[src/sv/abld_pkg.sv]
// ----------------------------------------------------------------------------
// abld_pkg: shared types and constants of the analog button ladder decoder
// Band thresholds, mode codes, register indexes and the item structures.
// ----------------------------------------------------------------------------
package abld_pkg;

  // Machine modes
  localparam logic [2:0] ModeIdle  = 3'd0;
  localparam logic [2:0] ModeJog   = 3'd1;
  localparam logic [2:0] ModeCycle = 3'd2;
  localparam logic [2:0] ModeHold  = 3'd3;
  localparam logic [2:0] ModeAlarm = 3'd4;

  // Jog ladder bands
  localparam logic [7:0] JogLow  = 8'd63;
  localparam logic [7:0] JogHigh = 8'd191;

  // Function ladder bands
  localparam logic [7:0] BandStop    = 8'd21;
  localparam logic [7:0] BandStart   = 8'd58;
  localparam logic [7:0] BandSpindle = 8'd85;
  localparam logic [7:0] BandAux     = 8'd105;
  localparam logic [7:0] BandHome    = 8'd121;

  // Feed override
  localparam logic [7:0] OvrMin   = 8'd50;
  localparam logic [7:0] OvrMax   = 8'd150;
  localparam logic [7:0] OvrStep  = 8'd5;
  localparam logic [7:0] OvrReset = 8'd100;

  localparam logic [7:0] TolReset = 8'd2;

  // Spindle commands
  localparam logic [1:0] SpinNone = 2'd0;
  localparam logic [1:0] SpinMin  = 2'd1;
  localparam logic [1:0] SpinOff  = 2'd2;

  // Configuration register indexes
  localparam logic RegHomingEnabled   = 1'b0;
  localparam logic RegStableTolerance = 1'b1;

  // Button bit positions
  localparam int unsigned BitXPos  = 0;
  localparam int unsigned BitYPos  = 1;
  localparam int unsigned BitXNeg  = 2;
  localparam int unsigned BitYNeg  = 3;
  localparam int unsigned BitOvr   = 4;
  localparam int unsigned BitAux   = 5;
  localparam int unsigned BitStart = 6;
  localparam int unsigned BitHome  = 7;

  typedef struct packed {
    logic [7:0] clear_bits;
    logic       spindle_is_off;
    logic [2:0] machine_mode;
    logic [7:0] other_level_delayed;
    logic [7:0] other_level_second;
    logic [7:0] other_level_first;
    logic [7:0] jog_y_level;
    logic [7:0] jog_x_level;
  } item_t;

  typedef struct packed {
    logic [1:0] spindle_command;
    logic       request_cycle_start;
    logic       request_feed_hold;
    logic       request_reset;
  } req_t;

endpackage

[src/sv/abld_jog.sv]
// ----------------------------------------------------------------------------
// abld_jog: jog ladder decode and feed override stepping
// Sets the direction bits in idle or jog and steps the override in cycle/hold.
// ----------------------------------------------------------------------------
module abld_jog (
  input  logic [7:0] pressed_i,
  input  logic [7:0] clear_bits_i,
  input  logic [7:0] jog_x_level_i,
  input  logic [7:0] jog_y_level_i,
  input  logic [2:0] machine_mode_i,
  input  logic [7:0] override_i,
  output logic [7:0] pressed_o,
  output logic [7:0] override_o,
  output logic       changed_o
);

  logic jogging;
  logic running;
  logic down;

  assign jogging = (machine_mode_i == abld_pkg::ModeIdle) ||
                   (machine_mode_i == abld_pkg::ModeJog);
  assign running = (machine_mode_i == abld_pkg::ModeCycle) ||
                   (machine_mode_i == abld_pkg::ModeHold);
  assign down    = jog_y_level_i < abld_pkg::JogLow;

  always_comb begin
    pressed_o  = pressed_i & ~clear_bits_i;
    override_o = override_i;
    changed_o  = 1'b0;

    if (jog_x_level_i < abld_pkg::JogLow) begin
      if (jogging) begin
        pressed_o[abld_pkg::BitXNeg] = 1'b0;
        pressed_o[abld_pkg::BitXPos] = 1'b1;
      end
    end else if (jog_x_level_i < abld_pkg::JogHigh) begin
      if (jogging) begin
        pressed_o[abld_pkg::BitXPos] = 1'b0;
        pressed_o[abld_pkg::BitXNeg] = 1'b1;
      end
    end else begin
      pressed_o[abld_pkg::BitXPos] = 1'b0;
      pressed_o[abld_pkg::BitXNeg] = 1'b0;
    end

    if (jog_y_level_i < abld_pkg::JogHigh) begin
      if (jogging) begin
        pressed_o[abld_pkg::BitYPos] = down;
        pressed_o[abld_pkg::BitYNeg] = !down;
      end else if (running && !pressed_o[abld_pkg::BitOvr]) begin
        // One override step per press; the latch holds until release
        pressed_o[abld_pkg::BitOvr] = 1'b1;
        if (down && override_i > abld_pkg::OvrMin) begin
          override_o = (override_i >= abld_pkg::OvrMin + abld_pkg::OvrStep) ?
                       override_i - abld_pkg::OvrStep : abld_pkg::OvrMin;
          changed_o  = 1'b1;
        end else if (!down && override_i < abld_pkg::OvrMax) begin
          override_o = (override_i <= abld_pkg::OvrMax - abld_pkg::OvrStep) ?
                       override_i + abld_pkg::OvrStep : abld_pkg::OvrMax;
          changed_o  = 1'b1;
        end
      end
    end else begin
      pressed_o[abld_pkg::BitYPos] = 1'b0;
      pressed_o[abld_pkg::BitYNeg] = 1'b0;
      pressed_o[abld_pkg::BitOvr]  = 1'b0;
    end
  end

endmodule

[src/sv/abld_func.sv]
// ----------------------------------------------------------------------------
// abld_func: function ladder decode
// Checks stability, tracks release and turns a band into a request or bit.
// ----------------------------------------------------------------------------
module abld_func (
  input  logic [7:0]    pressed_i,
  input  logic [7:0]    other_level_first_i,
  input  logic [7:0]    other_level_second_i,
  input  logic [7:0]    other_level_delayed_i,
  input  logic [2:0]    machine_mode_i,
  input  logic          spindle_is_off_i,
  input  logic          latch_i,
  input  logic          homing_enabled_i,
  input  logic [7:0]    stable_tolerance_i,
  output logic [7:0]    pressed_o,
  output logic          latch_o,
  output abld_pkg::req_t req_o
);

  logic [7:0] diff_first;
  logic [7:0] diff_delayed;
  logic       stable;
  logic       confirmed;
  logic       is_idle;
  logic       consume;

  assign diff_first   = (other_level_first_i > other_level_second_i) ?
                        other_level_first_i - other_level_second_i :
                        other_level_second_i - other_level_first_i;
  assign diff_delayed = (other_level_delayed_i > other_level_second_i) ?
                        other_level_delayed_i - other_level_second_i :
                        other_level_second_i - other_level_delayed_i;
  assign stable    = (pressed_i == 8'd0) && (diff_first <= stable_tolerance_i);
  assign confirmed = diff_delayed <= stable_tolerance_i;
  assign is_idle   = machine_mode_i == abld_pkg::ModeIdle;

  always_comb begin
    pressed_o = pressed_i;
    latch_o   = latch_i;
    req_o     = '0;
    consume   = 1'b1;

    if (stable) begin
      if (other_level_second_i >= abld_pkg::BandHome) begin
        latch_o = 1'b1;
      end else if (latch_i) begin
        if (other_level_second_i < abld_pkg::BandStop) begin
          req_o.request_reset = 1'b1;
        end else if (other_level_second_i < abld_pkg::BandStart) begin
          if (is_idle) begin
            if (confirmed) pressed_o[abld_pkg::BitStart] = 1'b1;
            else consume = 1'b0;
          end else if (machine_mode_i == abld_pkg::ModeCycle) begin
            req_o.request_feed_hold = 1'b1;
          end else if (machine_mode_i == abld_pkg::ModeHold) begin
            req_o.request_cycle_start = 1'b1;
          end
        end else if (other_level_second_i < abld_pkg::BandSpindle) begin
          if (is_idle) begin
            if (confirmed) begin
              req_o.spindle_command = spindle_is_off_i ? abld_pkg::SpinMin :
                                                         abld_pkg::SpinOff;
            end else begin
              consume = 1'b0;
            end
          end
        end else if (other_level_second_i < abld_pkg::BandAux) begin
          if (is_idle) begin
            if (confirmed) pressed_o[abld_pkg::BitAux] = 1'b1;
            else consume = 1'b0;
          end
        end else begin
          if (homing_enabled_i &&
              (is_idle || machine_mode_i == abld_pkg::ModeAlarm)) begin
            if (confirmed) pressed_o[abld_pkg::BitHome] = 1'b1;
            else consume = 1'b0;
          end
        end
        // Drop the latch once the press is used
        if (consume) latch_o = 1'b0;
      end
    end
  end

endmodule

[src/sv/analog_button_ladder_decoder_core.sv]
// ----------------------------------------------------------------------------
// analog_button_ladder_decoder_core: button ladder poll decoder
// Decodes jog, override and function button ladders from one ADC poll.
//
// Channel   Direction  Handshake                      Payload
// s_axis    in         s_axis_tvalid_i/tready_o       tdata, 56 bits, one poll
// m_axis    out        m_axis_tvalid_o/tready_i       tdata, 24 bits, one result
// cfg       in         cfg_valid_i/cfg_ready_o        cfg_index_i, cfg_data_i
//
// One poll per cycle sustained while m_axis is not stalled; a poll waits in the input
// register and its result loads into the output register when that register is free
// or its result is being taken.
// The decode state updates as the result register loads.
// A stalled m_axis holds the result; the input register still takes one more
// poll. Reset clears valids and returns override to 100 and the button bits to zero.
// ----------------------------------------------------------------------------
module analog_button_ladder_decoder_core (
  input  logic        clk_i,
  input  logic        rst_ni,
  input  logic        s_axis_tvalid_i,
  output logic        s_axis_tready_o,
  // [7:0] jog_x_level, [15:8] jog_y_level, [23:16] other_level_first,
  // [31:24] other_level_second, [39:32] other_level_delayed,
  // [42:40] machine_mode, [43] spindle_is_off, [51:44] clear_bits, rest zero
  input  logic [55:0] s_axis_tdata_i,
  output logic        m_axis_tvalid_o,
  input  logic        m_axis_tready_i,
  // [7:0] button_bits, [15:8] feed_override, [16] override_changed,
  // [17] request_reset, [18] request_feed_hold, [19] request_cycle_start,
  // [21:20] spindle_command, rest zero
  output logic [23:0] m_axis_tdata_o,
  input  logic        cfg_valid_i,
  output logic        cfg_ready_o,
  input  logic        cfg_index_i,
  input  logic [7:0]  cfg_data_i
);

  logic            in_valid_q, in_valid_d;
  abld_pkg::item_t item_q;
  logic            out_valid_q, out_valid_d;
  logic [21:0]     out_q;
  logic [7:0]      pressed_q, pressed_d;
  logic [7:0]      override_q, override_d;
  logic            latch_q, latch_d;
  logic            homing_q;
  logic [7:0]      tol_q;

  logic            advance;
  logic            s_accept;
  logic [7:0]      jog_pressed;
  logic            changed;
  abld_pkg::req_t  req;

  assign advance         = !out_valid_q || m_axis_tready_i;
  assign s_axis_tready_o = !in_valid_q || advance;
  assign s_accept        = s_axis_tvalid_i && s_axis_tready_o;
  assign cfg_ready_o     = 1'b1;
  assign m_axis_tvalid_o = out_valid_q;
  assign m_axis_tdata_o  = {2'b00, out_q};

  abld_jog u_jog (
    .pressed_i      (pressed_q),
    .clear_bits_i   (item_q.clear_bits),
    .jog_x_level_i  (item_q.jog_x_level),
    .jog_y_level_i  (item_q.jog_y_level),
    .machine_mode_i (item_q.machine_mode),
    .override_i     (override_q),
    .pressed_o      (jog_pressed),
    .override_o     (override_d),
    .changed_o      (changed)
  );

  abld_func u_func (
    .pressed_i             (jog_pressed),
    .other_level_first_i   (item_q.other_level_first),
    .other_level_second_i  (item_q.other_level_second),
    .other_level_delayed_i (item_q.other_level_delayed),
    .machine_mode_i        (item_q.machine_mode),
    .spindle_is_off_i      (item_q.spindle_is_off),
    .latch_i               (latch_q),
    .homing_enabled_i      (homing_q),
    .stable_tolerance_i    (tol_q),
    .pressed_o             (pressed_d),
    .latch_o               (latch_d),
    .req_o                 (req)
  );

  always_comb begin
    in_valid_d = in_valid_q;
    if (s_accept) in_valid_d = 1'b1;
    else if (advance) in_valid_d = 1'b0;
    out_valid_d = advance ? in_valid_q : out_valid_q;
  end

  always_ff @(posedge clk_i or negedge rst_ni) begin
    if (!rst_ni) begin
      in_valid_q  <= 1'b0;
      out_valid_q <= 1'b0;
      pressed_q   <= '0;
      override_q  <= abld_pkg::OvrReset;
      latch_q     <= 1'b0;
      homing_q    <= 1'b0;
      tol_q       <= abld_pkg::TolReset;
    end else begin
      in_valid_q  <= in_valid_d;
      out_valid_q <= out_valid_d;
      if (advance && in_valid_q) begin
        pressed_q  <= pressed_d;
        override_q <= override_d;
        latch_q    <= latch_d;
      end
      if (cfg_valid_i && cfg_ready_o) begin
        unique case (cfg_index_i)
          abld_pkg::RegHomingEnabled:   homing_q <= cfg_data_i[0];
          abld_pkg::RegStableTolerance: tol_q    <= cfg_data_i;
          default: ;
        endcase
      end
    end
  end

  // Payload registers
  always_ff @(posedge clk_i) begin
    if (s_accept) item_q <= abld_pkg::item_t'(s_axis_tdata_i[51:0]);
    if (advance && in_valid_q) begin
      out_q <= {req.spindle_command, req.request_cycle_start, req.request_feed_hold,
                req.request_reset, changed, override_d, pressed_d};
    end
  end

endmodule

[config.mk]
export PLATFORM = sky130hd
export DESIGN_NAME = analog_button_ladder_decoder_core
export DESIGN_NICKNAME = d
export VERILOG_FILES = /design/src/sv/abld_pkg.sv /design/src/sv/abld_jog.sv /design/src/sv/abld_func.sv /design/src/sv/analog_button_ladder_decoder_core.sv
export SDC_FILE = /design/constraint.sdc
export NUM_CORES = 1
export LEC_CHECK = 0
export ABC_CLOCK_PERIOD_IN_PS = 4600
export BUFFER_PORTS_ARGS = -buffer_cell sky130_fd_sc_hd__buf_2
export CORE_ASPECT_RATIO = 1.5
export CORE_UTILIZATION = 50
export DETAILED_ROUTE_END_ITERATION = 12
export PLACE_DENSITY = 0.76
export SETUP_SLACK_MARGIN = 0.5
export SLEW_MARGIN = 20
export SYNTH_ARGS = -nofsm -noshare
export SYNTH_HDL_FRONTEND = slang
export SYNTH_HIERARCHICAL = 1
export SYNTH_SLANG_ARGS = --single-unit
[constraint.sdc]
create_clock -name clk_i -period 4.6 [get_ports clk_i]
set_input_delay 1.15 -clock clk_i [delete_from_list [all_inputs] [get_ports clk_i]]
set_output_delay 1.15 -clock clk_i [all_outputs]
set_load 0.02 [all_outputs]
Word level (Yosys, flattened, before mapping)
Cells that the tools add are included.
{"block": "totals", "output_inout_bits": 27, "register_bits": 102}
{"block": "classes", "n_lt_le_gt_ge": 17, "bitwise": 11, "muxes": 61, "add_sub_neg": 6, "reduce_logical": 27, "eq_ne": 4}
{"cell": "2-to-1 mux 8 bit", "count": 9}
{"cell": "2-to-1 mux 1 bit", "count": 46}
{"cell": "subtractor 8 bit", "count": 4}
{"cell": "< comparator 8 x 6 -> 1 bit (second input constant)", "count": 3}
{"cell": "< comparator 8 bit (second input constant)", "count": 3}
{"cell": "greater-than comparator 8 bit", "count": 2}
{"cell": "<= comparator 8 bit", "count": 2}
{"cell": "< comparator 8 x 7 -> 1 bit (second input constant)", "count": 2}
{"cell": "2-to-1 mux 3 bit", "count": 4}
{"cell": "inverter 1 bit", "count": 9}
{"cell": "adder 8 x 3 -> 8 bit (second input constant)", "count": 1}
{"cell": "AND 8 bit", "count": 1}
{"cell": ">= comparator 8 x 6 -> 1 bit (second input constant)", "count": 1}
{"cell": ">= comparator 8 x 7 -> 1 bit (second input constant)", "count": 1}
{"cell": "greater-than comparator 8 x 6 -> 1 bit (second input constant)", "count": 1}
{"cell": "<= comparator 8 bit (second input constant)", "count": 1}
{"cell": "logical NOT 8 bit", "count": 1}
{"cell": "< comparator 8 x 5 -> 1 bit (second input constant)", "count": 1}
{"cell": "inverter 8 bit", "count": 1}
{"cell": "OR reduction 8 bit", "count": 1}
{"cell": "subtractor 8 x 3 -> 8 bit (second input constant)", "count": 1}
{"cell": "logical AND 1 bit", "count": 7}
{"cell": "OR reduction 7 bit", "count": 1}
{"cell": "== test 3 x 2 -> 1 bit (second input constant)", "count": 2}
{"cell": "10 further kinds", "count": 21}

Longest topological paths before layout
Gate-level depths: netlist (run 1).
{"block": "depth", "word_depth": 15, "depth_mapped": 20}

By module
The synthesis (run 1) kept the hierarchy.
{"module": "analog_button_ladder_decoder_core", "instances": 1, "cells_per_inst": 143, "seq_area_each_um2": 2927.8, "area_each_um2": 3370.7}
{"module": "abld_func", "instances": 1, "cells_per_inst": 265, "seq_area_each_um2": 0.0, "area_each_um2": 1971.9}
{"module": "abld_jog", "instances": 1, "cells_per_inst": 124, "seq_area_each_um2": 0.0, "area_each_um2": 813.3}

Least setup slack after synthesis (run 1)
Ideal clock, no wire load.
{"block": "synth_timing", "path_type": "reg2reg", "startpoint": "register item_q[29] (netlist name)", "endpoint": "register pressed_q[7]", "slack_ps": 695, "setup_time_ps": 64, "path_stages_with_launch": 18, "n_path_buf": 2, "arrival_ps": 3841, "cell_sequence": "edfxtp_1 -> ha_1 -> buf_2 -> a211oi_1 -> o21bai_1 -> o22ai_2 -> mux2_1 -> a21oi_1 -> xnor2_1 -> ha_1 -> a21o_1 -> a21oi_2 -> nor2_1 -> or3_1 -> buf_6 -> nor4b_4 -> a31o_1 -> mux2_4"}
{"block": "synth_between", "elab_chain_len": 12}
{"element": "start, declared", "line": "analog_button_ladder_decoder_core.sv:39", "text": "abld_pkg::item_t item_q;"}
{"element": "start signal, assigned", "line": "analog_button_ladder_decoder_core.sv:124", "text": "if (s_accept) item_q <= abld_pkg::item_t'(s_axis_tdata_i[51:0]);"}
{"element": "subtractor 8 bit, or another cell as far along", "line": "abld_func.sv:32", "text": "other_level_second_i - other_level_delayed_i;"}
{"element": "2-to-1 mux 8 bit", "line": "abld_func.sv:30", "text": "assign diff_delayed = (other_level_delayed_i > other_level_second_i) ?"}
{"element": "<= comparator 8 bit", "line": "abld_func.sv:34", "text": "assign confirmed = diff_delayed <= stable_tolerance_i;"}
{"element": "2-to-1 mux 1 bit", "line": "abld_func.sv:75", "text": "if (confirmed) pressed_o[abld_pkg::BitHome] = 1'b1;"}
{"element": "2-to-1 mux 1 bit", "line": "abld_func.sv:73", "text": "if (homing_enabled_i &&"}
{"element": "2-to-1 mux 1 bit", "line": "abld_func.sv:67", "text": "end else if (other_level_second_i < abld_pkg::BandAux) begin"}
{"element": "2-to-1 mux 1 bit", "line": "abld_func.sv:58", "text": "end else if (other_level_second_i < abld_pkg::BandSpindle) begin"}
{"element": "2-to-1 mux 1 bit", "line": "abld_func.sv:49", "text": "end else if (other_level_second_i < abld_pkg::BandStart) begin"}
{"element": "2-to-1 mux 3 bit", "line": "abld_func.sv:47", "text": "if (other_level_second_i < abld_pkg::BandStop) begin"}
{"element": "2-to-1 mux 3 bit", "line": "abld_func.sv:46", "text": "end else if (latch_i) begin"}
{"element": "2-to-1 mux 3 bit", "line": "abld_func.sv:44", "text": "if (other_level_second_i >= abld_pkg::BandHome) begin"}
{"element": "2-to-1 mux 3 bit *", "line": "abld_func.sv:43", "text": "if (stable) begin"}
{"element": "net pressed_d[7]", "line": "analog_button_ladder_decoder_core.sv:42", "text": "logic [7:0] pressed_q, pressed_d;"}
{"element": "end signal, assigned", "line": "analog_button_ladder_decoder_core.sv:108", "text": "pressed_q <= pressed_d;"}
{"element": "end, declared", "line": "analog_button_ladder_decoder_core.sv:42"}
Mark *: on every way through the listed nets, which the timed path passes. The rest lies on a longest branch.
A chain may end at the register's enable or synchronous reset.

Final worst setup path (run 1)
Same ends and word-level chain as after synthesis.

==> out/summary.txt, run 1 <==
Worst EP arrival: 4.37 ns
r2r setup slk: 0.51 ns
Comb pwr share: 31.6%
outcome: finished clean
sequential area share after synthesis: 47.6%
Max Clk Rate: 0.245 GHz
CP Max Fanout: 7
nets: 760
Layout area overhead: 19.1%
Synth cell types: 79
startpoint types: flip-flop
post-synthesis register bit count: 102
Pwr Total: 2.83 mW
Seq. cell area: 2930 um2
Final Cell Area: 7330 um2
share of layout cells above drive strength 1: 32.6%
Worst Tran Pin Value: 0.956 ns
CTS sink count: 102
yosys synthesis warning count: 6
synth top area cells: edfxtp_1 36%, ha_1 10%, dfrtp_1 9.8%
Peak VDD IR: 0.253 mV
Clock Skew: 0.00659 ns
Vias: 4663
most common flop cell mapped by yosys: edfxtp_1
CTS clk-pin slew, worst paths: 0.07 ns
post-synthesis area per instance: 11.6 um2
clk_lat worst skew: 0.34 ns
Vias/cell: 5.87
global-route wire length before repair: 22.9 mm
Worst Path Required: 4.89 ns
root buf cell: clkbuf_16
CTS Hold Bufs: 0
Post-DP HPWL: 10.4 mm
Period Utilization, post-route: 88.9%
leading area contributor after synthesis: edfxtp_1
fillers: 1006
Synth top cells by count: 74 x edfxtp_1, 50 x ha_1, 49 x inv_1
Slew HR: 36.2%
Hold Vio Cnt, Final: 0
Die W: 92.6 um
Core Rows: 49
CTS H-tree lvls: 3
share of flip-flops with an asynchronous set or reset: 27.5%
input/output buffers: 89
Num CTS Buffers: 9
fin. max-slew vios: 0
core area: 12000 um2
initial antenna violation count: 0
share of the synthesized area in the top cell type: 36.1%
Pint: 1.90 mW
RSZ-0062 raised after global routing: true
Clk pwr share: 25.3%
most frequent cell after synthesis: edfxtp_1
Congestion Overflow GR: 0
area of the multi-input gates: 3120 um2
Routed Antenna Nets: 0
vias in the first global route: 4646
Switching Share: 33.0%
Starting Density: 51.2%
Die Ht: 138 um
largest net degree at the start of global routing: 53
CP Class: reg2reg
EDFF count, synth: 74
final worst path period need: 4.09 ns
IO Pins: 97
n_diodes: 0
Cell Area, Placed: 6680 um2
DRC: 0
critical path capture point type: flip-flop
Cells after Synth: 532
Pwr Density: 387 nW/um2
gp weighted congestion: 0.864
GRT Resource Usage Total: 23.6%
Clock Tree Buf Depth: 2
die area: 12800 um2
drt first pass iters: 5
TNS Setup: 0 ns
Sequential Power Share: 43.1%
mapped cell area: 6160 um2
routed len/inst: 18.6 um
Max Cap Viol: 0
worst min-delay path class: reg2reg
final WL: 14.7 mm
CTS tree: built
final setup violation count: 0
P_leak: 3.17 nW
Switch Pwr: 936 uW
1st-iter DRT viols: 277
==> cell families after synthesis <==
| kind of cell | Yosys count | synth area share, % |
|---|---|---|
| buf+inv | 69 | 5.24 |
| fa+ha+maj | 54 | 11.5 |
| other cells | 2 | 0.122 |
| mux | 37 | 7.20 |
| flops | 102 | 47.6 |
| xor+xnor | 11 | 1.57 |
| compound gates | 134 | 15.3 |
| simple gates | 123 | 11.5 |
==> state kept, by name, indices dropped and copies added (netlist names) <==
name and flops:
item_q 52, out_q 22, override_q 8, pressed_q 8, tol_q 8, homing_q 1, in_valid_q 1, latch_q 1
m_axis_tvalid_o 1
==> cell type report <==
cell class                      count  share of cell area (%)
Multi-Input combinational cell    362                    42.5
Sequential cell                   102                    39.9
Timing Repair Buffer              112                    8.65
Clock buffer                       11                    3.31
Tap cell                          153                    2.61
Inverter                           49                    2.51
Clock inverter                      5                   0.478
==> power groups by stage <==
stage          combinational, mW  clock (mW)  sequential (mW)
2_1_floorplan              0.585           0             1.22
3_3_place_gp               0.752           0             1.24
3_5_place_dp               0.776           0             1.24
4_1_cts                    0.813       0.735             1.22
5_1_grt                    0.981       0.765             1.24
6_report                   0.896       0.716             1.22
==> path summary, 6_finish.rpt <==
path,endpoint,cells after the start,startpoint
worst max-delay path,pressed_q[7]$_DFFE_PN0P_,17,item_q[29]$_DFFE_PP_
worst min-delay path,tol_q[7]$_DFFE_PN0P_,1,tol_q[7]$_DFFE_PN0P_
worst max register to register,pressed_q[7]$_DFFE_PN0P_,17,item_q[29]$_DFFE_PP_
worst min register to register,tol_q[7]$_DFFE_PN0P_,1,tol_q[7]$_DFFE_PN0P_
max in group asynchronous,pressed_q[1]$_DFFE_PN0P_,1,rst_ni
min in group asynchronous,override_q[7]$_DFFE_PN0P_,1,rst_ni
==> per-stage QoR <==
step | worst slack, ns | utilization, % | hold slack [ns] | std cells
final | 0.511 | 61.0 | 0.510 | 794
after global routing | 0.364 | 61.0 | 0.524 | 794
after CTS | 0.502 | 58.9 | 0.512 | 780
after detailed placement | 0.118 | 55.5 | 0.495 | 757
after global placement | 0.261 | 55.5 | 0.484 | 757
after floorplan | 0.695 | - | 0.471 | 533
==> layout by cell type (no fill, tap or decap), types with 4 or more instances in the layout <==
cell       instances
nor4_1             5
clkbuf_16          9
edfxtp_1          74
nand3_1            7
nand2_1           26
a21o_1            12
o21ai_0           17
a211oi_1           4
o21a_1            10
dfstp_2            4
nor2_1            18
buf_2             89
ha_1              39
nor3_1             7
a31oi_1            4
ha_2               5
nor2b_1           13
mux2_2            18
inv_1             46
nand4_1           11
a21oi_2            7
a21oi_1           25
buf_4             21
o21ai_1            6
nand2b_1           6
mux2_4             9
mux2i_1            5
a2bb2oi_1          4
ha_4               6
a2111oi_0          4
dfrtp_1           24
o21bai_1           4
mux2_1             4
xnor2_1            6
==> critical path: stages, from the launching register on <==
cell      delay (ns)
edfxtp_1        0.47
ha_4            0.37
nand4_1         0.13
buf_4           0.16
a21oi_4         0.13
o22ai_4         0.12
buf_4           0.16
a21oi_2         0.16
xor2_2          0.27
ha_1            0.31
a21o_1          0.18
a21o_1          0.19
a21oi_2         0.13
nor2_1          0.05
or3_4           0.42
nor4b_4         0.39
a31o_1          0.22
mux2_4          0.15
==> per-layer routing <==
metal  vias up  track usage, %  part of all wire (%)
li1       2165               -                     -
met1      2261            24.0                    36
met2       194            45.2                    55
met3        43            4.11                   4.9
met4         0            12.6                   4.3
met5         -               0                     0
==> repair_timing <==
action                     in CTS  in global routing
gates resized for setup        13                 34
pin swaps                       7                 17
setup endpoints to repair       9                  9
setup buffers                   7                 14
No activity file was read; power rests on OpenSTA's default activity.
==> run 2: changes to the inputs <==
- ABC_AREA: unset -> 1
- CTS_BUF_LIST: unset -> sky130_fd_sc_hd__clkbuf_8
- PLACE_DENSITY: 0.76 -> 0.75
==> run 2 against run 1 <==
- maximum frequency rose by 20%
- routed wire length increased by 4.0%
- die area rose by 9.7%
- cell count increased by 32%
- clock power down 15%
- utilization is 4.0 points lower
- final area is 1.7% higher
- non-clock buffer count fell by 21
- sequential share of layout area down 0.66 points
- power increased by 12%
- combinational power up 41%
- largest cell class unchanged
- highest routed layer unchanged
==> out/summary.txt, run 2 <==
Synth top cells by count: 221 x nand2_1, 106 x inv_1, 74 x edfxtp_1 (was 74 x edfxtp_1, 50 x ha_1, 49 x inv_1)
EDFF count, synth: 74 (unchanged)
r2r setup slk: 1.21 ns (was 0.51 ns)
Crit-path slowest cell: edfxtp_1 (unchanged)
Slew HR: 39.0% (was 36.2%)
Clock Skew: 0.0114 ns (was 0.00659 ns)
multiplexer area fraction after synthesis: 0% (was 7.20%)
input/output buffers: 89 (unchanged)
GRT Resource Usage Total: 22.5% (was 23.6%)
Vias/cell: 5.09 (was 5.87)
CTS Hold Bufs: 0 (unchanged)
startpoint types: flip-flop (unchanged)
Pwr Density: 424 nW/um2 (was 387 nW/um2)
Post-DP HPWL: 12.0 mm (was 10.4 mm)
RR Startpoint: item_q[24]$_DFFE_PP_ (was item_q[29]$_DFFE_PP_)
Hold Vio Cnt, Final: 0 (unchanged)
largest net degree at the start of global routing: 37 (was 53)
Worst EP arrival: 3.71 ns (was 4.37 ns)
mapped cell area: 6760 um2 (was 6160 um2)
CTS H-tree lvls: 3 (unchanged)
yosys synthesis warning count: 6 (unchanged)
Most Frequent Cell on Critical Path: nand2_1
post-synthesis area per instance: 8.43 um2 (was 11.6 um2)
Setup Buffers After CTS: 0 (was 7)
commonest non-fill, non-tap cells in the layout: 221 x nand2_1, 105 x inv_1, 89 x buf_2 (was 89 x buf_2, 74 x edfxtp_1, 46 x inv_1)
Cell Area, Placed: 7240 um2 (was 6680 um2)
Routed Antenna Nets: 0 (unchanged)
n_diodes: 0 (unchanged)
reg2reg path depth: 24 (was 17)
gp weighted congestion: 0.949 (was 0.864)
most frequent cell after synthesis: nand2_1 (was edfxtp_1)
P_leak: 3.76 nW (was 3.17 nW)
Hold WS: 0.472 ns (was 0.510 ns)
largest family of logic cells by synthesized area: simple AND/OR/NAND/NOR gates (was compound AO/OA/AOI/OAI gates)
max FFs per register: 52 (unchanged)
Vias: 5332 (was 4663)
Compound-Gate Fraction of Synth Area: 7.24% (was 15.3%)
final worst path period need: 3.39 ns (was 4.09 ns)
outcome: finished clean (unchanged)
share of layout cells above drive strength 1: 20.0% (was 32.6%)
Starting Density: 51.7% (was 51.2%)
adder and majority cell fraction of the synthesized area: 10.4% (was 11.5%)
Clock Tree Buf Depth: 2 (unchanged)
CTS clk-pin slew, worst paths: 0.10 ns (was 0.07 ns)
CTS sink count: 102 (unchanged)
CTS tree: built (unchanged)
vias in the first global route: 5123 (was 4646)
sequential area share after synthesis: 43.3% (was 47.6%)
crit path to: pressed_q[7]$_DFFE_PN0P_ (unchanged)
routed len/inst: 14.6 um (was 18.6 um)
critical path capture point type: flip-flop (unchanged)
Worst Path Required: 4.92 ns (was 4.89 ns)
most common flop cell mapped by yosys: edfxtp_1 (unchanged)
Max Clk Rate: 0.295 GHz (was 0.245 GHz)
largest registers: item_q: 52 flops, out_q: 22 flops (unchanged)
initial antenna violation count: 0 (unchanged)
Layout area overhead: 10.2% (was 19.1%)
1st-iter DRT viols: 188 (was 277)
nets: 1008 (was 760)
CP top delay family: simple AND/OR/NAND/NOR gates (was compound AO/OA/AOI/OAI gates)
share of the synthesized area in the top cell type: 32.9% (was 36.1%)
WP depth: 24 (was 17)
DRC: 0 (unchanged)
# resized after CTS: 0 (was 13)
global-route wire length before repair: 24.1 mm (was 22.9 mm)
Core Rows: 51 (was 49)
Critical Path Source: item_q[24]$_DFFE_PP_ (was item_q[29]$_DFFE_PP_)
Congestion Overflow GR: 0 (unchanged)
final WL: 15.3 mm (was 14.7 mm)
fin. max-slew vios: 0 (unchanged)
post-synthesis register bit count: 102 (unchanged)
share of flip-flops with an asynchronous set or reset: 27.5% (unchanged)
Cells after Synth: 802 (was 532)
RSZ-0062 raised after global routing: false (was true)
final setup violation count: 0 (unchanged)
crit-path max cell delay: 0.46 ns (was 0.47 ns)
core area: 13100 um2 (was 12000 um2)
post-synthesis simple-gate area fraction: 26.4% (was 11.5%)
synth top area cells: edfxtp_1 33%, nand2_1 12%, ha_1 9.3% (was edfxtp_1 36%, ha_1 10%, dfrtp_1 9.8%)
Final Cell Area: 7450 um2 (was 7330 um2)
clk_lat worst skew: 0.38 ns (was 0.34 ns)
post-synthesis xor/xnor area fraction: 2.72% (was 1.57%)
leading area contributor after synthesis: edfxtp_1 (unchanged)
worst path buffer plus inverter count: 4 (was 2)
Max Cap Viol: 0 (unchanged)
commonest non-fill, non-tap cell in the layout: nand2_1 (was buf_2)
CP Class: reg2reg (unchanged)
Die W: 97.0 um (was 92.6 um)
Period Utilization, post-route: 73.8% (was 88.9%)
Worst Tran Pin Value: 0.914 ns (was 0.956 ns)
worst min-delay path class: reg2reg (unchanged)
crit-path cells: inv_1 -> ha_1 -> inv_1 -> fa_1 -> nand2_1 -> inv_1 -> nor2_1 -> nor2_1 -> nor2_1 -> xor2_1 -> nand2_1 -> nand2_1 -> inv_1 -> ha_1 -> nand2_1 -> nor2_1 -> nand4_1 -> nand2_1 -> nand2_1 -> nor2_1 -> nand2_1 -> nand2_1 -> nand3_1 -> nand2_1 (was ha_4 -> nand4_1 -> buf_4 -> a21oi_4 -> o22ai_4 -> buf_4 -> a21oi_2 -> xor2_2 -> ha_1 -> a21o_1 -> a21o_1 -> a21oi_2 -> nor2_1 -> or3_4 -> nor4b_4 -> a31o_1 -> mux2_4)
drt first pass iters: 7 (was 5)
FF-to-FF End: pressed_q[7]$_DFFE_PN0P_ (unchanged)
IO Pins: 97 (unchanged)
die area: 14000 um2 (was 12800 um2)
Num CTS Buffers: 9 (unchanged)
CP Max Fanout: 7 (unchanged)
root buf cell: clkbuf_8 (was clkbuf_16)
final core occ: 57.0% (was 61.0%)
Peak VDD IR: 0.287 mV (was 0.253 mV)
Die Ht: 144 um (was 138 um)
Synth cell types: 45 (was 79)
Top reg by flops: item_q (unchanged)
TNS Setup: 0 ns (unchanged)
## run 2: cell count changes after synthesis, sizes merged, moves of 6 or more
| cell | previous run | this run |
|---|---|---|
| o211ai | 2 | 8 |
| inv | 49 | 120 |
| nand2 | 27 | 250 |
| xor2 | 4 | 19 |
| a211oi | 7 | 0 |
| nor2b | 13 | 0 |
| nand3 | 8 | 55 |
| nor4 | 6 | 0 |
| mux2 | 31 | 0 |
| o21a | 10 | 3 |
| mux2i | 6 | 0 |
| a21o | 13 | 2 |
| nand2b | 7 | 0 |
| nor2 | 20 | 75 |
## run 2: cell families (layout without fill, tap and decap cells)
kind of cell | count (synthesis) | in the layout
buf+inv | 143 | 229
fa+ha+maj | 54 | 54
xor+xnor | 21 | 21
simple gates | 403 | 403
other cells | 2 | 3
flops | 102 | 102
compound gates | 77 | 77
## run 2: layer usage
layer | vias up | GRT usage (%) | part of all wire, % | routed length (um)
met1 | 2467 | 21.9 | 37 | 5650
li1 | 2728 | - | - | -
met3 | 32 | 3.53 | 3.9 | 602
met5 | - | 0 | 0 | 0
met4 | 0 | 9.51 | 3.1 | 472
met2 | 105 | 46.0 | 56 | 8590
## run 2: per-stage QoR
stage,setup WS (ns),total power [mW],std cells
after global placement,1.24,2.56,1032
final,1.21,3.16,1048
after global routing,0.828,3.40,1048
after floorplan,1.67,2.30,803
after CTS,1.20,3.18,1048
after detailed placement,1.21,2.57,1032
## run 2: worst min-delay path, stage by stage (launching register included)
cell     delay (ns)
dfstp_2        0.38
nand2_1        0.05
nand2_1        0.04
## run 2: power breakdown
group	leakage (nW)	switching [mW]	total [mW]	internal (mW)
clock	0.103	0.331	0.606	0.275
sequential	1.07	0.142	1.30	1.16
combinational	2.58	0.811	1.26	0.448
total	3.76	1.28	3.16	1.88
## run 2: how the worst min path moves through the flow
stage                                   from                       end  cells past startpoint
floorplan           pressed_q[3]$_DFFE_PN0P_  pressed_q[3]$_DFFE_PN0P_                      2
global placement    pressed_q[3]$_DFFE_PN0P_  pressed_q[3]$_DFFE_PN0P_                      2
detailed placement  pressed_q[3]$_DFFE_PN0P_  pressed_q[3]$_DFFE_PN0P_                      2
CTS                     tol_q[1]$_DFFE_PN1P_      tol_q[1]$_DFFE_PN1P_                      2
global route            tol_q[1]$_DFFE_PN1P_      tol_q[1]$_DFFE_PN1P_                      2
finish                  tol_q[1]$_DFFE_PN1P_      tol_q[1]$_DFFE_PN1P_                      2
## run 2: final cells by class
class                           count  area [um2]
Multi-Input combinational cell    558        3180
Fill cell                        1203        5630
Tap cell                          159         199
Clock inverter                      6        76.3
Sequential cell                   102        2930
Inverter                          122         474
Timing Repair Buffer               91         460
Clock buffer                       10         138
